`src/hw/rtl/tsmf_pkg.sv`:
```
`timescale 1ns / 1ps
package tsmf_pkg;

    // fixed widths of the sample path
    localparam int SAMPLE_BITS     = 12;
    localparam int MAX_SAMPLES_DEF = 32;
    // job and write-request fields sized for the largest burst supported
    localparam int CNT_BITS        = 7;
    localparam int ADDR_BITS       = 7;
    localparam int CFG_IDX_BITS    = 3;
    localparam int CFG_DATA_BITS   = 16;
    localparam int SCREEN_BITS     = 12;
    localparam int DIFF_BITS       = 18;
    localparam int PROD_BITS       = 34;
    localparam int FRAC_SHIFT      = 20;
    localparam int QUEUE_DEPTH     = 2;

    typedef enum logic [CFG_IDX_BITS-1:0] {
        REG_SAMPLE_COUNT = 3'd0,
        REG_MIN_X        = 3'd1,
        REG_MAX_SPREAD   = 3'd2,
        REG_X_OFFSET     = 3'd3,
        REG_X_GAIN       = 3'd4,
        REG_Y_OFFSET     = 3'd5,
        REG_Y_GAIN       = 3'd6
    } t_reg_idx;

    typedef enum logic [1:0] {
        ST_OK      = 2'd0,
        ST_FEW     = 2'd1,
        ST_XSPREAD = 2'd2,
        ST_YSPREAD = 2'd3
    } t_status;

    typedef struct packed {
        logic [SAMPLE_BITS-1:0] raw_x;
        logic [SAMPLE_BITS-1:0] raw_y;
    } t_sample;

    typedef struct packed {
        logic signed [SCREEN_BITS-1:0] screen_x;
        logic signed [SCREEN_BITS-1:0] screen_y;
        t_status                       status;
    } t_result;

    typedef struct packed {
        logic [5:0]         sample_count;
        logic [11:0]        min_x;
        logic [11:0]        max_spread;
        logic [15:0]        x_offset;
        logic signed [15:0] x_gain;
        logic [15:0]        y_offset;
        logic signed [15:0] y_gain;
    } t_cfg;

    // one judged burst handed from front to back
    typedef struct packed {
        logic                bank;
        logic [CNT_BITS-1:0] n;
        logic                too_few;
    } t_job;

    // sample store write request
    typedef struct packed {
        logic                   we;
        logic [ADDR_BITS-1:0]   addr;
        logic [SAMPLE_BITS-1:0] x;
        logic [SAMPLE_BITS-1:0] y;
    } t_wr;

    localparam t_cfg CFG_RESET = '{
        sample_count: 6'd10,
        min_x:        12'd600,
        max_spread:   12'd50,
        x_offset:     16'd5198,
        x_gain:       16'sd4621,
        y_offset:     16'd60160,
        y_gain:       -16'sd6038
    };

endpackage

```
`src/hw/rtl/tsmf_front.sv`:
```
`timescale 1ns / 1ps
module tsmf_front import tsmf_pkg::*; #(
    parameter int MAX_SAMPLES = MAX_SAMPLES_DEF
) (
    input  logic    i_clk,
    input  logic    i_rst_n,
    input  t_cfg    i_cfg,
    input  logic    i_accept,
    input  t_sample i_sample,
    output t_wr     o_wr,
    output logic    o_push,
    output t_job    o_job
);

    localparam int CW = $clog2(MAX_SAMPLES + 1);
    localparam int AW = $clog2(MAX_SAMPLES);

    logic [CW-1:0] r_recv, n_recv;
    logic [CW-1:0] r_vcnt, n_vcnt;
    logic          r_bank, n_bank;

    logic [6:0]    sc_ext;
    logic [CW-1:0] eff;
    logic          take;
    logic [CW-1:0] vc_next;
    logic [CW-1:0] recv_next;
    logic          done;
    logic [CW:0]   vc_plus2;

    // effective burst length, clamped to the supported range
    always_comb begin
        sc_ext = {1'b0, i_cfg.sample_count};
        if (sc_ext < 7'd3) begin
            eff = CW'(3);
        end else if (sc_ext > 7'(MAX_SAMPLES)) begin
            eff = CW'(MAX_SAMPLES);
        end else begin
            eff = CW'(sc_ext);
        end
    end

    // classify the sample and track the burst
    assign take      = (i_sample.raw_x >= i_cfg.min_x) && (r_vcnt < CW'(MAX_SAMPLES));
    assign vc_next   = r_vcnt + CW'(take);
    assign recv_next = r_recv + CW'(1);
    assign done      = recv_next >= eff;
    assign vc_plus2  = {1'b0, vc_next} + (CW + 1)'(2);

    // store write for a valid sample
    always_comb begin
        o_wr.we   = i_accept && take;
        o_wr.addr = ADDR_BITS'({r_bank, r_vcnt[AW-1:0]});
        o_wr.x    = i_sample.raw_x;
        o_wr.y    = i_sample.raw_y;
    end

    // job for the back end at the end of a burst
    always_comb begin
        o_push        = i_accept && done;
        o_job.bank    = r_bank;
        o_job.n       = CNT_BITS'(vc_next);
        o_job.too_few = (vc_plus2 < {1'b0, eff}) || (vc_next == '0);
    end

    always_comb begin
        n_recv = r_recv;
        n_vcnt = r_vcnt;
        n_bank = r_bank;
        if (i_accept) begin
            if (done) begin
                n_recv = '0;
                n_vcnt = '0;
                n_bank = ~r_bank;
            end else begin
                n_recv = recv_next;
                n_vcnt = vc_next;
            end
        end
    end

    always_ff @(posedge i_clk) begin
        if (!i_rst_n) begin
            r_recv <= '0;
            r_vcnt <= '0;
            r_bank <= 1'b0;
        end else begin
            r_recv <= n_recv;
            r_vcnt <= n_vcnt;
            r_bank <= n_bank;
        end
    end

endmodule

```
`src/hw/rtl/tsmf_queue.sv`:
```
`timescale 1ns / 1ps
module tsmf_queue import tsmf_pkg::*; (
    input  logic       i_clk,
    input  logic       i_rst_n,
    input  logic       i_push,
    input  t_job       i_job,
    input  logic       i_pop,
    output logic       o_valid,
    output t_job       o_job,
    output logic [1:0] o_count
);

    t_job       r_mem [QUEUE_DEPTH];
    logic       r_wp;
    logic       r_rp;
    logic [1:0] r_cnt;

    assign o_valid = r_cnt != 2'd0;
    assign o_job   = r_mem[r_rp];
    assign o_count = r_cnt;

    // job entries
    always_ff @(posedge i_clk) begin
        if (i_push) begin
            r_mem[r_wp] <= i_job;
        end
    end

    // pointers and fill level
    always_ff @(posedge i_clk) begin
        if (!i_rst_n) begin
            r_wp  <= 1'b0;
            r_rp  <= 1'b0;
            r_cnt <= 2'd0;
        end else begin
            if (i_push) begin
                r_wp <= ~r_wp;
            end
            if (i_pop) begin
                r_rp <= ~r_rp;
            end
            r_cnt <= r_cnt + 2'(i_push) - 2'(i_pop);
        end
    end

endmodule

```
`src/hw/rtl/tsmf_back.sv`:
```
`timescale 1ns / 1ps
module tsmf_back import tsmf_pkg::*; #(
    parameter int MAX_SAMPLES = MAX_SAMPLES_DEF
) (
    input  logic    i_clk,
    input  logic    i_rst_n,
    input  t_cfg    i_cfg,
    input  t_wr     i_wr,
    input  logic    i_q_valid,
    input  t_job    i_job,
    output logic    o_pop,
    output logic    o_busy,
    output logic    o_valid,
    output t_result o_result
);

    localparam int CW    = $clog2(MAX_SAMPLES + 1);
    localparam int AW    = $clog2(MAX_SAMPLES);
    localparam int DEPTH = 2 ** (AW + 1);

    typedef enum logic [7:0] {
        S_IDLE  = 8'b0000_0001,
        S_LOAD  = 8'b0000_0010,
        S_LATCH = 8'b0000_0100,
        S_SCAN  = 8'b0000_1000,
        S_JUDGE = 8'b0001_0000,
        S_CHECK = 8'b0010_0000,
        S_MUL   = 8'b0100_0000,
        S_OUT   = 8'b1000_0000
    } t_state;

    logic [SAMPLE_BITS-1:0] r_xmem [DEPTH];
    logic [SAMPLE_BITS-1:0] r_ymem [DEPTH];
    logic [SAMPLE_BITS-1:0] r_rx, r_ry;
    logic [AW:0]            rd_addr;
    logic [AW-1:0]          rd_idx;

    t_state                 r_state;
    logic                   r_bank;
    logic [CW-1:0]          r_n, r_i, r_j, r_lo, r_hi;
    logic [CW-1:0]          r_xl, r_xle, r_yl, r_yle;
    logic [SAMPLE_BITS-1:0] r_cx, r_cy;
    logic [SAMPLE_BITS-1:0] r_xlo, r_xhi, r_ylo, r_yhi;
    t_status                r_status;
    logic signed [DIFF_BITS-1:0] r_dx, r_dy;
    logic signed [PROD_BITS-1:0] r_px, r_py;
    logic                   r_ovalid;
    t_result                r_out;

    logic [CW-1:0]          job_n;
    logic [CW-1:0]          job_hi;
    logic [SAMPLE_BITS:0]   sum_x, sum_y;
    logic [SAMPLE_BITS-1:0] avg_x, avg_y;
    logic [SAMPLE_BITS-1:0] gap_x, gap_y;

    // divide by 2^20 toward zero and clamp to the screen range
    function automatic logic signed [SCREEN_BITS-1:0] scale_sat(
        input logic signed [PROD_BITS-1:0] p
    );
        logic signed [PROD_BITS:0]              biased;
        logic signed [PROD_BITS-FRAC_SHIFT:0]   q;
        biased = {p[PROD_BITS-1], p};
        if (p < 0) begin
            biased = biased + (PROD_BITS + 1)'((1 << FRAC_SHIFT) - 1);
        end
        q = biased[PROD_BITS:FRAC_SHIFT];
        if (q > (PROD_BITS - FRAC_SHIFT + 1)'(2047)) begin
            scale_sat = 12'sd2047;
        end else if (q < -(PROD_BITS - FRAC_SHIFT + 1)'(2048)) begin
            scale_sat = -12'sd2048;
        end else begin
            scale_sat = q[SCREEN_BITS-1:0];
        end
    endfunction

    assign job_n   = CW'(i_job.n);
    assign job_hi  = job_n >> 1;
    assign o_pop   = (r_state == S_IDLE) && i_q_valid;
    assign o_busy  = r_state != S_IDLE;
    assign o_valid = r_ovalid;
    assign o_result = r_out;

    assign sum_x = {1'b0, r_xhi} + {1'b0, r_xlo};
    assign sum_y = {1'b0, r_yhi} + {1'b0, r_ylo};
    assign avg_x = sum_x[SAMPLE_BITS:1];
    assign avg_y = sum_y[SAMPLE_BITS:1];
    assign gap_x = r_xhi - r_xlo;
    assign gap_y = r_yhi - r_ylo;

    // store read address
    always_comb begin
        case (r_state)
            S_LOAD:  rd_idx = r_i[AW-1:0];
            S_SCAN:  rd_idx = AW'(r_j + CW'(1));
            default: rd_idx = '0;
        endcase
        rd_addr = {r_bank, rd_idx};
    end

    // sample store, two banks
    always_ff @(posedge i_clk) begin
        if (i_wr.we) begin
            r_xmem[i_wr.addr[AW:0]] <= i_wr.x;
            r_ymem[i_wr.addr[AW:0]] <= i_wr.y;
        end
        r_rx <= r_xmem[rd_addr];
        r_ry <= r_ymem[rd_addr];
    end

    // selection sequencer
    always_ff @(posedge i_clk) begin
        if (!i_rst_n) begin
            r_state  <= S_IDLE;
            r_ovalid <= 1'b0;
        end else begin
            r_ovalid <= 1'b0;
            unique case (r_state)
                S_IDLE: begin
                    if (i_q_valid) begin
                        r_bank <= i_job.bank;
                        r_n    <= job_n;
                        r_hi   <= job_hi;
                        r_lo   <= (job_hi == '0) ? '0 : job_hi - CW'(1);
                        r_i    <= '0;
                        if (i_job.too_few) begin
                            r_status <= ST_FEW;
                            r_state  <= S_OUT;
                        end else begin
                            r_status <= ST_OK;
                            r_state  <= S_LOAD;
                        end
                    end
                end
                S_LOAD: begin
                    r_state <= S_LATCH;
                end
                S_LATCH: begin
                    r_cx    <= r_rx;
                    r_cy    <= r_ry;
                    r_j     <= '0;
                    r_xl    <= '0;
                    r_xle   <= '0;
                    r_yl    <= '0;
                    r_yle   <= '0;
                    r_state <= S_SCAN;
                end
                S_SCAN: begin
                    r_xl  <= r_xl  + CW'(r_rx <  r_cx);
                    r_xle <= r_xle + CW'(r_rx <= r_cx);
                    r_yl  <= r_yl  + CW'(r_ry <  r_cy);
                    r_yle <= r_yle + CW'(r_ry <= r_cy);
                    if (r_j == r_n - CW'(1)) begin
                        r_state <= S_JUDGE;
                    end else begin
                        r_j <= r_j + CW'(1);
                    end
                end
                S_JUDGE: begin
                    // candidate holds rank k when less <= k < less-or-equal
                    if (r_xl <= r_lo && r_lo < r_xle) r_xlo <= r_cx;
                    if (r_xl <= r_hi && r_hi < r_xle) r_xhi <= r_cx;
                    if (r_yl <= r_lo && r_lo < r_yle) r_ylo <= r_cy;
                    if (r_yl <= r_hi && r_hi < r_yle) r_yhi <= r_cy;
                    r_i <= r_i + CW'(1);
                    if (r_i == r_n - CW'(1)) begin
                        r_state <= S_CHECK;
                    end else begin
                        r_state <= S_LOAD;
                    end
                end
                S_CHECK: begin
                    r_dx <= $signed({2'b00, avg_x, 4'b0000}) -
                            $signed({2'b00, i_cfg.x_offset});
                    r_dy <= $signed({2'b00, avg_y, 4'b0000}) -
                            $signed({2'b00, i_cfg.y_offset});
                    if (gap_x > i_cfg.max_spread) begin
                        r_status <= ST_XSPREAD;
                        r_state  <= S_OUT;
                    end else if (gap_y > i_cfg.max_spread) begin
                        r_status <= ST_YSPREAD;
                        r_state  <= S_OUT;
                    end else begin
                        r_state <= S_MUL;
                    end
                end
                S_MUL: begin
                    r_px    <= r_dx * i_cfg.x_gain;
                    r_py    <= r_dy * i_cfg.y_gain;
                    r_state <= S_OUT;
                end
                S_OUT: begin
                    r_ovalid      <= 1'b1;
                    r_out.status  <= r_status;
                    if (r_status == ST_OK) begin
                        r_out.screen_x <= scale_sat(r_px);
                        r_out.screen_y <= scale_sat(r_py);
                    end else begin
                        r_out.screen_x <= '0;
                        r_out.screen_y <= '0;
                    end
                    r_state <= S_IDLE;
                end
                default: begin
                    r_state <= S_IDLE;
                end
            endcase
        end
    end

`ifndef ASSERT_OFF
    a_reject_zero: assert property (@(posedge i_clk) disable iff (!i_rst_n)
        (o_valid && o_result.status != ST_OK) |->
            (o_result.screen_x == '0 && o_result.screen_y == '0))
        else $error("rejected burst with nonzero coordinates");

    a_single_strobe: assert property (@(posedge i_clk) disable iff (!i_rst_n)
        o_valid |=> !o_valid)
        else $error("result strobe longer than one cycle");

    a_judge_next: assert property (@(posedge i_clk) disable iff (!i_rst_n)
        (r_state == S_JUDGE) |=> (r_state == S_LOAD || r_state == S_CHECK))
        else $error("bad state after candidate judge");

    a_scan_bound: assert property (@(posedge i_clk) disable iff (!i_rst_n)
        (r_state == S_SCAN) |-> (r_j < r_n))
        else $error("scan index past valid count");
`endif

endmodule

```
`src/hw/rtl/touch_sample_median_filter_top.sv`:
```
`timescale 1ns / 1ps
// after the last sample of a burst, each valid sample is ranked in turn by a scan
//   over the store port (rank scan), then the spread is checked and the result scaled
// throughput: one sample per cycle while fewer than two bursts are waiting or in work
// a burst rejected for too few samples skips the rank scan and goes directly to output
// reset: synchronous active low, counts and queue cleared, registers to defaults
// the result strobe lasts one cycle and cannot be stalled
module touch_sample_median_filter_top import tsmf_pkg::*; #(
    parameter int MAX_SAMPLES = MAX_SAMPLES_DEF
) (
    input  logic                     i_clk,
    input  logic                     i_rst_n,
    input  logic                     start,
    output logic                     busy,
    input  t_sample                  i_sample,
    input  logic                     i_cfg_valid,
    output logic                     o_cfg_ready,
    input  logic [CFG_IDX_BITS-1:0]  i_cfg_index,
    input  logic [CFG_DATA_BITS-1:0] i_cfg_data,
    output logic                     o_valid,
    output t_result                  o_result
);

    t_cfg       r_cfg;
    t_wr        wr;
    t_job       push_job;
    t_job       pop_job;
    logic       push;
    logic       pop;
    logic       q_valid;
    logic [1:0] q_count;
    logic       back_busy;
    logic       accept;

    assign o_cfg_ready = 1'b1;
    // at most two bursts outstanding, one per store bank
    assign busy   = (q_count + {1'b0, back_busy}) >= 2'd2;
    assign accept = start && !busy;

    // configuration registers
    always_ff @(posedge i_clk) begin
        if (!i_rst_n) begin
            r_cfg <= CFG_RESET;
        end else if (i_cfg_valid) begin
            unique case (t_reg_idx'(i_cfg_index))
                REG_SAMPLE_COUNT: r_cfg.sample_count <= i_cfg_data[5:0];
                REG_MIN_X:        r_cfg.min_x        <= i_cfg_data[11:0];
                REG_MAX_SPREAD:   r_cfg.max_spread   <= i_cfg_data[11:0];
                REG_X_OFFSET:     r_cfg.x_offset     <= i_cfg_data;
                REG_X_GAIN:       r_cfg.x_gain       <= $signed(i_cfg_data);
                REG_Y_OFFSET:     r_cfg.y_offset     <= i_cfg_data;
                REG_Y_GAIN:       r_cfg.y_gain       <= $signed(i_cfg_data);
                default:          r_cfg              <= r_cfg;
            endcase
        end
    end

    tsmf_front #(.MAX_SAMPLES(MAX_SAMPLES)) u_front (
        .i_clk    (i_clk),
        .i_rst_n  (i_rst_n),
        .i_cfg    (r_cfg),
        .i_accept (accept),
        .i_sample (i_sample),
        .o_wr     (wr),
        .o_push   (push),
        .o_job    (push_job)
    );

    tsmf_queue u_queue (
        .i_clk   (i_clk),
        .i_rst_n (i_rst_n),
        .i_push  (push),
        .i_job   (push_job),
        .i_pop   (pop),
        .o_valid (q_valid),
        .o_job   (pop_job),
        .o_count (q_count)
    );

    tsmf_back #(.MAX_SAMPLES(MAX_SAMPLES)) u_back (
        .i_clk     (i_clk),
        .i_rst_n   (i_rst_n),
        .i_cfg     (r_cfg),
        .i_wr      (wr),
        .i_q_valid (q_valid),
        .i_job     (pop_job),
        .o_pop     (pop),
        .o_busy    (back_busy),
        .o_valid   (o_valid),
        .o_result  (o_result)
    );

endmodule

```
`config.mk`:
```
export PLATFORM = sky130hd
export DESIGN_NAME = touch_sample_median_filter_top
export DESIGN_NICKNAME = d
export VERILOG_FILES = /design/src/hw/rtl/tsmf_pkg.sv /design/src/hw/rtl/tsmf_front.sv /design/src/hw/rtl/tsmf_queue.sv /design/src/hw/rtl/tsmf_back.sv /design/src/hw/rtl/touch_sample_median_filter_top.sv
export SDC_FILE = /design/constraint.sdc
export NUM_CORES = 2
export LEC_CHECK = 0
export BUFFER_PORTS_ARGS = -buffer_cell sky130_fd_sc_hd__buf_2
export CAP_MARGIN = 10
export CORE_UTILIZATION = 55
export DETAILED_ROUTE_END_ITERATION = 8
export GPL_TIMING_DRIVEN = 1
export HOLD_SLACK_MARGIN = 0.02
export MAX_ROUTING_LAYER = met4
export PLACE_DENSITY_LB_ADDON = 0.1
export SLEW_MARGIN = 40
export SYNTH_ARGS = -nofsm -noshare
export SYNTH_HDL_FRONTEND = slang
export SYNTH_SLANG_ARGS = --single-unit
```
`constraint.sdc`:
```
create_clock -name i_clk -period 16.8 [get_ports i_clk]
set_input_delay 0.84 -clock i_clk [delete_from_list [all_inputs] [get_ports i_clk]]
set_output_delay 0.84 -clock i_clk [all_outputs]
set_load 0.02 [all_outputs]
```
==> results.ini <==
[outcome]
outcome = finished clean

[placement]
hpwl_um = 163500
io_buffer_count = 74
placedCellCount = 10800
gp_congestion = 0.8797

[power]
powerDensity_nw_per_um2 = 107.7
power.ir.vdd_worst_mv = 0.09489
leakage_power_nw = 42.75

[yosys]
synthCells = 8551
synth_warn = 0
synth.yosys.seq_area_share_pct = 55.95
ys_dominant_reg_cell = sky130_fd_sc_hd__edfxtp_1
mappedNetlistNets = 9524
post_synth_edffs = 1801
flops_latches_synth = 1946
post_synth_instance_area_um2 = 101900
fraction_of_registers_with_async_set_or_reset_after_synthesis_pct = 0
netlist-cell-type-count = 83
synth_area_per_cell_um2 = 11.91

[clock_tree]
cts_tree = done
ctsHtreeMaxLevel = 4
cts.sinks = 1946
cts.clk_slew.worst_paths_ns = 0.06
cts_resized = 0
maximum_clock_path_buffer_count = 3
cts_made_buffers = 199
clkLatencyLatePin_ns = 0.86
cts.root.buffer_cell = sky130_fd_sc_hd__clkbuf_16
post_cts_hold_buffer_count = 0
post_cts_buffers = 0

[cells_and_area]
multi_input_gate_area_um2 = 41250
number_of_filler_cells_placed_in_the_layout = 14530
post_route_cells_drive_above_1_share_pct = 7.171
finished_layout_cells = 11170
final_nets = 9506
area_growth_syn_to_layout_pct = 10.41
sequential_cell_area_um2 = 56980
most_common_library_cell_in_the_layout_ignoring_fill_and_taps = sky130_fd_sc_hd__edfxtp_1
finalCoreUtilization_pct = 61.29
layout.cells.most_common_list = sky130_fd_sc_hd__edfxtp_1, sky130_fd_sc_hd__nand2_1, sky130_fd_sc_hd__inv_1

[global_route]
wire_length_of_the_first_global_routing_pass_um = 397800
globalRouteTotalUtil_pct = 29.24
grt_remaining_overflow = 0
grt_max_degree = 164
grt_pass1_vias = 65190
grt_antenna_before_repair = 9

[drt]
routed_wl_um = 263800
route.detailed.drc = 0
drtIter0Drc = 5748
route.detailed.vias_per_inst = 5.829
wl_per_cell_um = 23.61
route.vias.total = 65140
first_pass_iteration_count_of_the_detailed_router = 5
ant_nets_after_route = 0

[timing]
final_cycle_share_pct = 40.86
timing.max_slew.rel_slack_pct = 37.73
slew_viol_final = 0
peak_freq_ghz = 0.1457
worst_slew_pin_slew_ns = 0.9340
skew_ns = 0.07719
final_period_minus_worst_setup_slack_ns = 6.864
accumulated_negative_setup_slack_ns = 0
timing.final.setup_violations = 0
rsz_0062_raised_after_global_routing = false
hold_viol = 0

[floorplan]
start_util_pct = 55.51
floorplan.die.height_um = 432.3
ios = 76
die_footprint_um2 = 186900
design.core.area_um2 = 183500
die_width_um = 432.3
rows = 157

[setup_path]
critPathKind = reg -> reg
required_ns = 17.35
cp_max_fo = 18
critical_path_origin = r_cfg[33]$_SDFFE_PN0P_
timing.rr.start = r_cfg[33]$_SDFFE_PN0P_
arrival_ns = 7.42
critPathLaunchType = flop
setup.worst_path.end_class = flop

[flow_run]
timing.max_cap.violations = 0

[hold_path]
worst_hold_startpoint = i_cfg_data[12]
hold_class = in -> reg

[critical path: stages, from the launching register on]
cell                       delay, ns
sky130_fd_sc_hd__dfxtp_1        0.80
sky130_fd_sc_hd__nand2_1        0.22
sky130_fd_sc_hd__inv_1          0.17
sky130_fd_sc_hd__fa_1           0.54
sky130_fd_sc_hd__fa_1           0.89
sky130_fd_sc_hd__fa_1           0.52
sky130_fd_sc_hd__fa_1           0.50
sky130_fd_sc_hd__fa_1           0.49
sky130_fd_sc_hd__inv_1          0.05
sky130_fd_sc_hd__fa_1           0.47
sky130_fd_sc_hd__inv_1          0.04
sky130_fd_sc_hd__ha_1           0.33
sky130_fd_sc_hd__and4_1         0.20
sky130_fd_sc_hd__a221oi_1       0.26
sky130_fd_sc_hd__inv_1          0.09
sky130_fd_sc_hd__a221oi_1       0.56
sky130_fd_sc_hd__a211oi_1       0.19
sky130_fd_sc_hd__o21ai_0        0.20
sky130_fd_sc_hd__a21oi_1        0.09
[worst paths after layout]
kind                               endpoint  slack [ns]  depth (start not counted)
setup / recovery  u_back.r_px[30]$_DFFE_PP_        9.94                         18
hold / removal       r_cfg[12]$_SDFFE_PN0P_        0.35                          3
setup reg to reg  u_back.r_px[30]$_DFFE_PP_        9.94                         18
hold reg to reg    u_back.r_cy[3]$_DFFE_PP_        0.44                          0
[flip-flops by register name, summed over array words and instances (netlist names), 8 cells and up, named ones only]
signal / flops
u_back.r_ry: 12
u_back.r_dx: 17
u_queue.r_mem: 16
u_back.r_dy: 17
u_back.r_state: 8
u_back.r_yhi: 12
r_cfg: 94
u_back.r_cx: 12
u_back.r_px: 33
u_back.r_xhi: 12
u_back.r_cy: 12
u_back.o_result: 26
u_back.r_ylo: 12
u_back.r_rx: 12
u_back.r_py: 33
u_back.r_xlo: 12
u_back.r_xmem: 768
u_back.r_ymem: 768
[layout make-up]
cell class                 instances  share of cell area, %
sequential                      1946                  50.67
multi-input combinational       5389                  36.68
clock buffer                     246                  4.648
tap                             2464                  2.741
inverter                         775                  2.587
timing repair buffer             222                  1.518
clock inverter                   124                  1.140
antenna                            8                0.01780
[synthesized netlist by cell type (41+ instances only)]
library cell               count  area (um^2)
sky130_fd_sc_hd__xnor2_1     147         1287
sky130_fd_sc_hd__mux2i_1     104         1041
sky130_fd_sc_hd__nand2_1    1775         6663
sky130_fd_sc_hd__buf_2        64        320.3
sky130_fd_sc_hd__nand2b_1     41        256.5
sky130_fd_sc_hd__nand3_1     368         1842
sky130_fd_sc_hd__inv_1       773         2902
sky130_fd_sc_hd__nand4_1      66        412.9
sky130_fd_sc_hd__dfxtp_1     145         2903
sky130_fd_sc_hd__a211oi_1    174         1306
sky130_fd_sc_hd__fa_1        556        11130
sky130_fd_sc_hd__clkbuf_1    347         1303
sky130_fd_sc_hd__edfxtp_1   1801        54080
sky130_fd_sc_hd__and2_1      341         2133
sky130_fd_sc_hd__o211ai_1    181         1359
sky130_fd_sc_hd__a32oi_1      96        840.8
sky130_fd_sc_hd__nor2_1      188        705.7
sky130_fd_sc_hd__xor2_1       66        578.1
sky130_fd_sc_hd__a22o_1       48        420.4
sky130_fd_sc_hd__o21ai_0      67        335.3
sky130_fd_sc_hd__a21o_1       57        427.9
sky130_fd_sc_hd__a31oi_1     153        957.2
sky130_fd_sc_hd__a21oi_1     204         1021
sky130_fd_sc_hd__ha_1        370         4629
[cells by family (layout without fill, tap and decap cells)]
logic type / Yosys count / in the layout / share of synthesized area, %
compound gates: 1148 / 1148 / 7.955
xor+xnor: 214 / 214 / 1.854
fa+ha+maj: 926 / 926 / 15.47
buf+inv: 1216 / 1367 / 4.567
flops: 1946 / 1946 / 55.95
mux: 108 / 108 / 1.066
other cells: 1 / 9 / 0.003682
simple gates: 2992 / 2992 / 13.13
[routing by layer]
metal,routed length (um),track usage (%),vias to the layer above
li1,-,-,29730
met1,106300,36.60,32940
met2,131300,48.78,2012
met3,15910,3.880,458
met4,10290,10.71,0
met5,0,-,-
[stage by stage]
stage | hold WS [ns] | total power, W | instance area (um^2) | worst slack [ns]
6_report | 0.3502 | 0.01212 | 112500 | 9.936
5_1_grt | 0.3099 | 0.01263 | 112500 | 9.378
4_1_cts | 0.2870 | 0.01219 | 112400 | 9.891
3_5_place_dp | 0.4254 | 0.007817 | 105900 | 9.913
3_3_place_gp | 0.4172 | 0.007761 | 105700 | 9.856
2_1_floorplan | 0.4082 | 0.007138 | 101900 | 10.65
[power breakdown]
part / switching [W] / internal (W)
Combinational: 0.00136 / 0.000853
Clock: 0.00190 / 0.00250
Sequential: 0.0000612 / 0.00544
Total: 0.00332 / 0.00879
(Power assumes the default switching activity.)
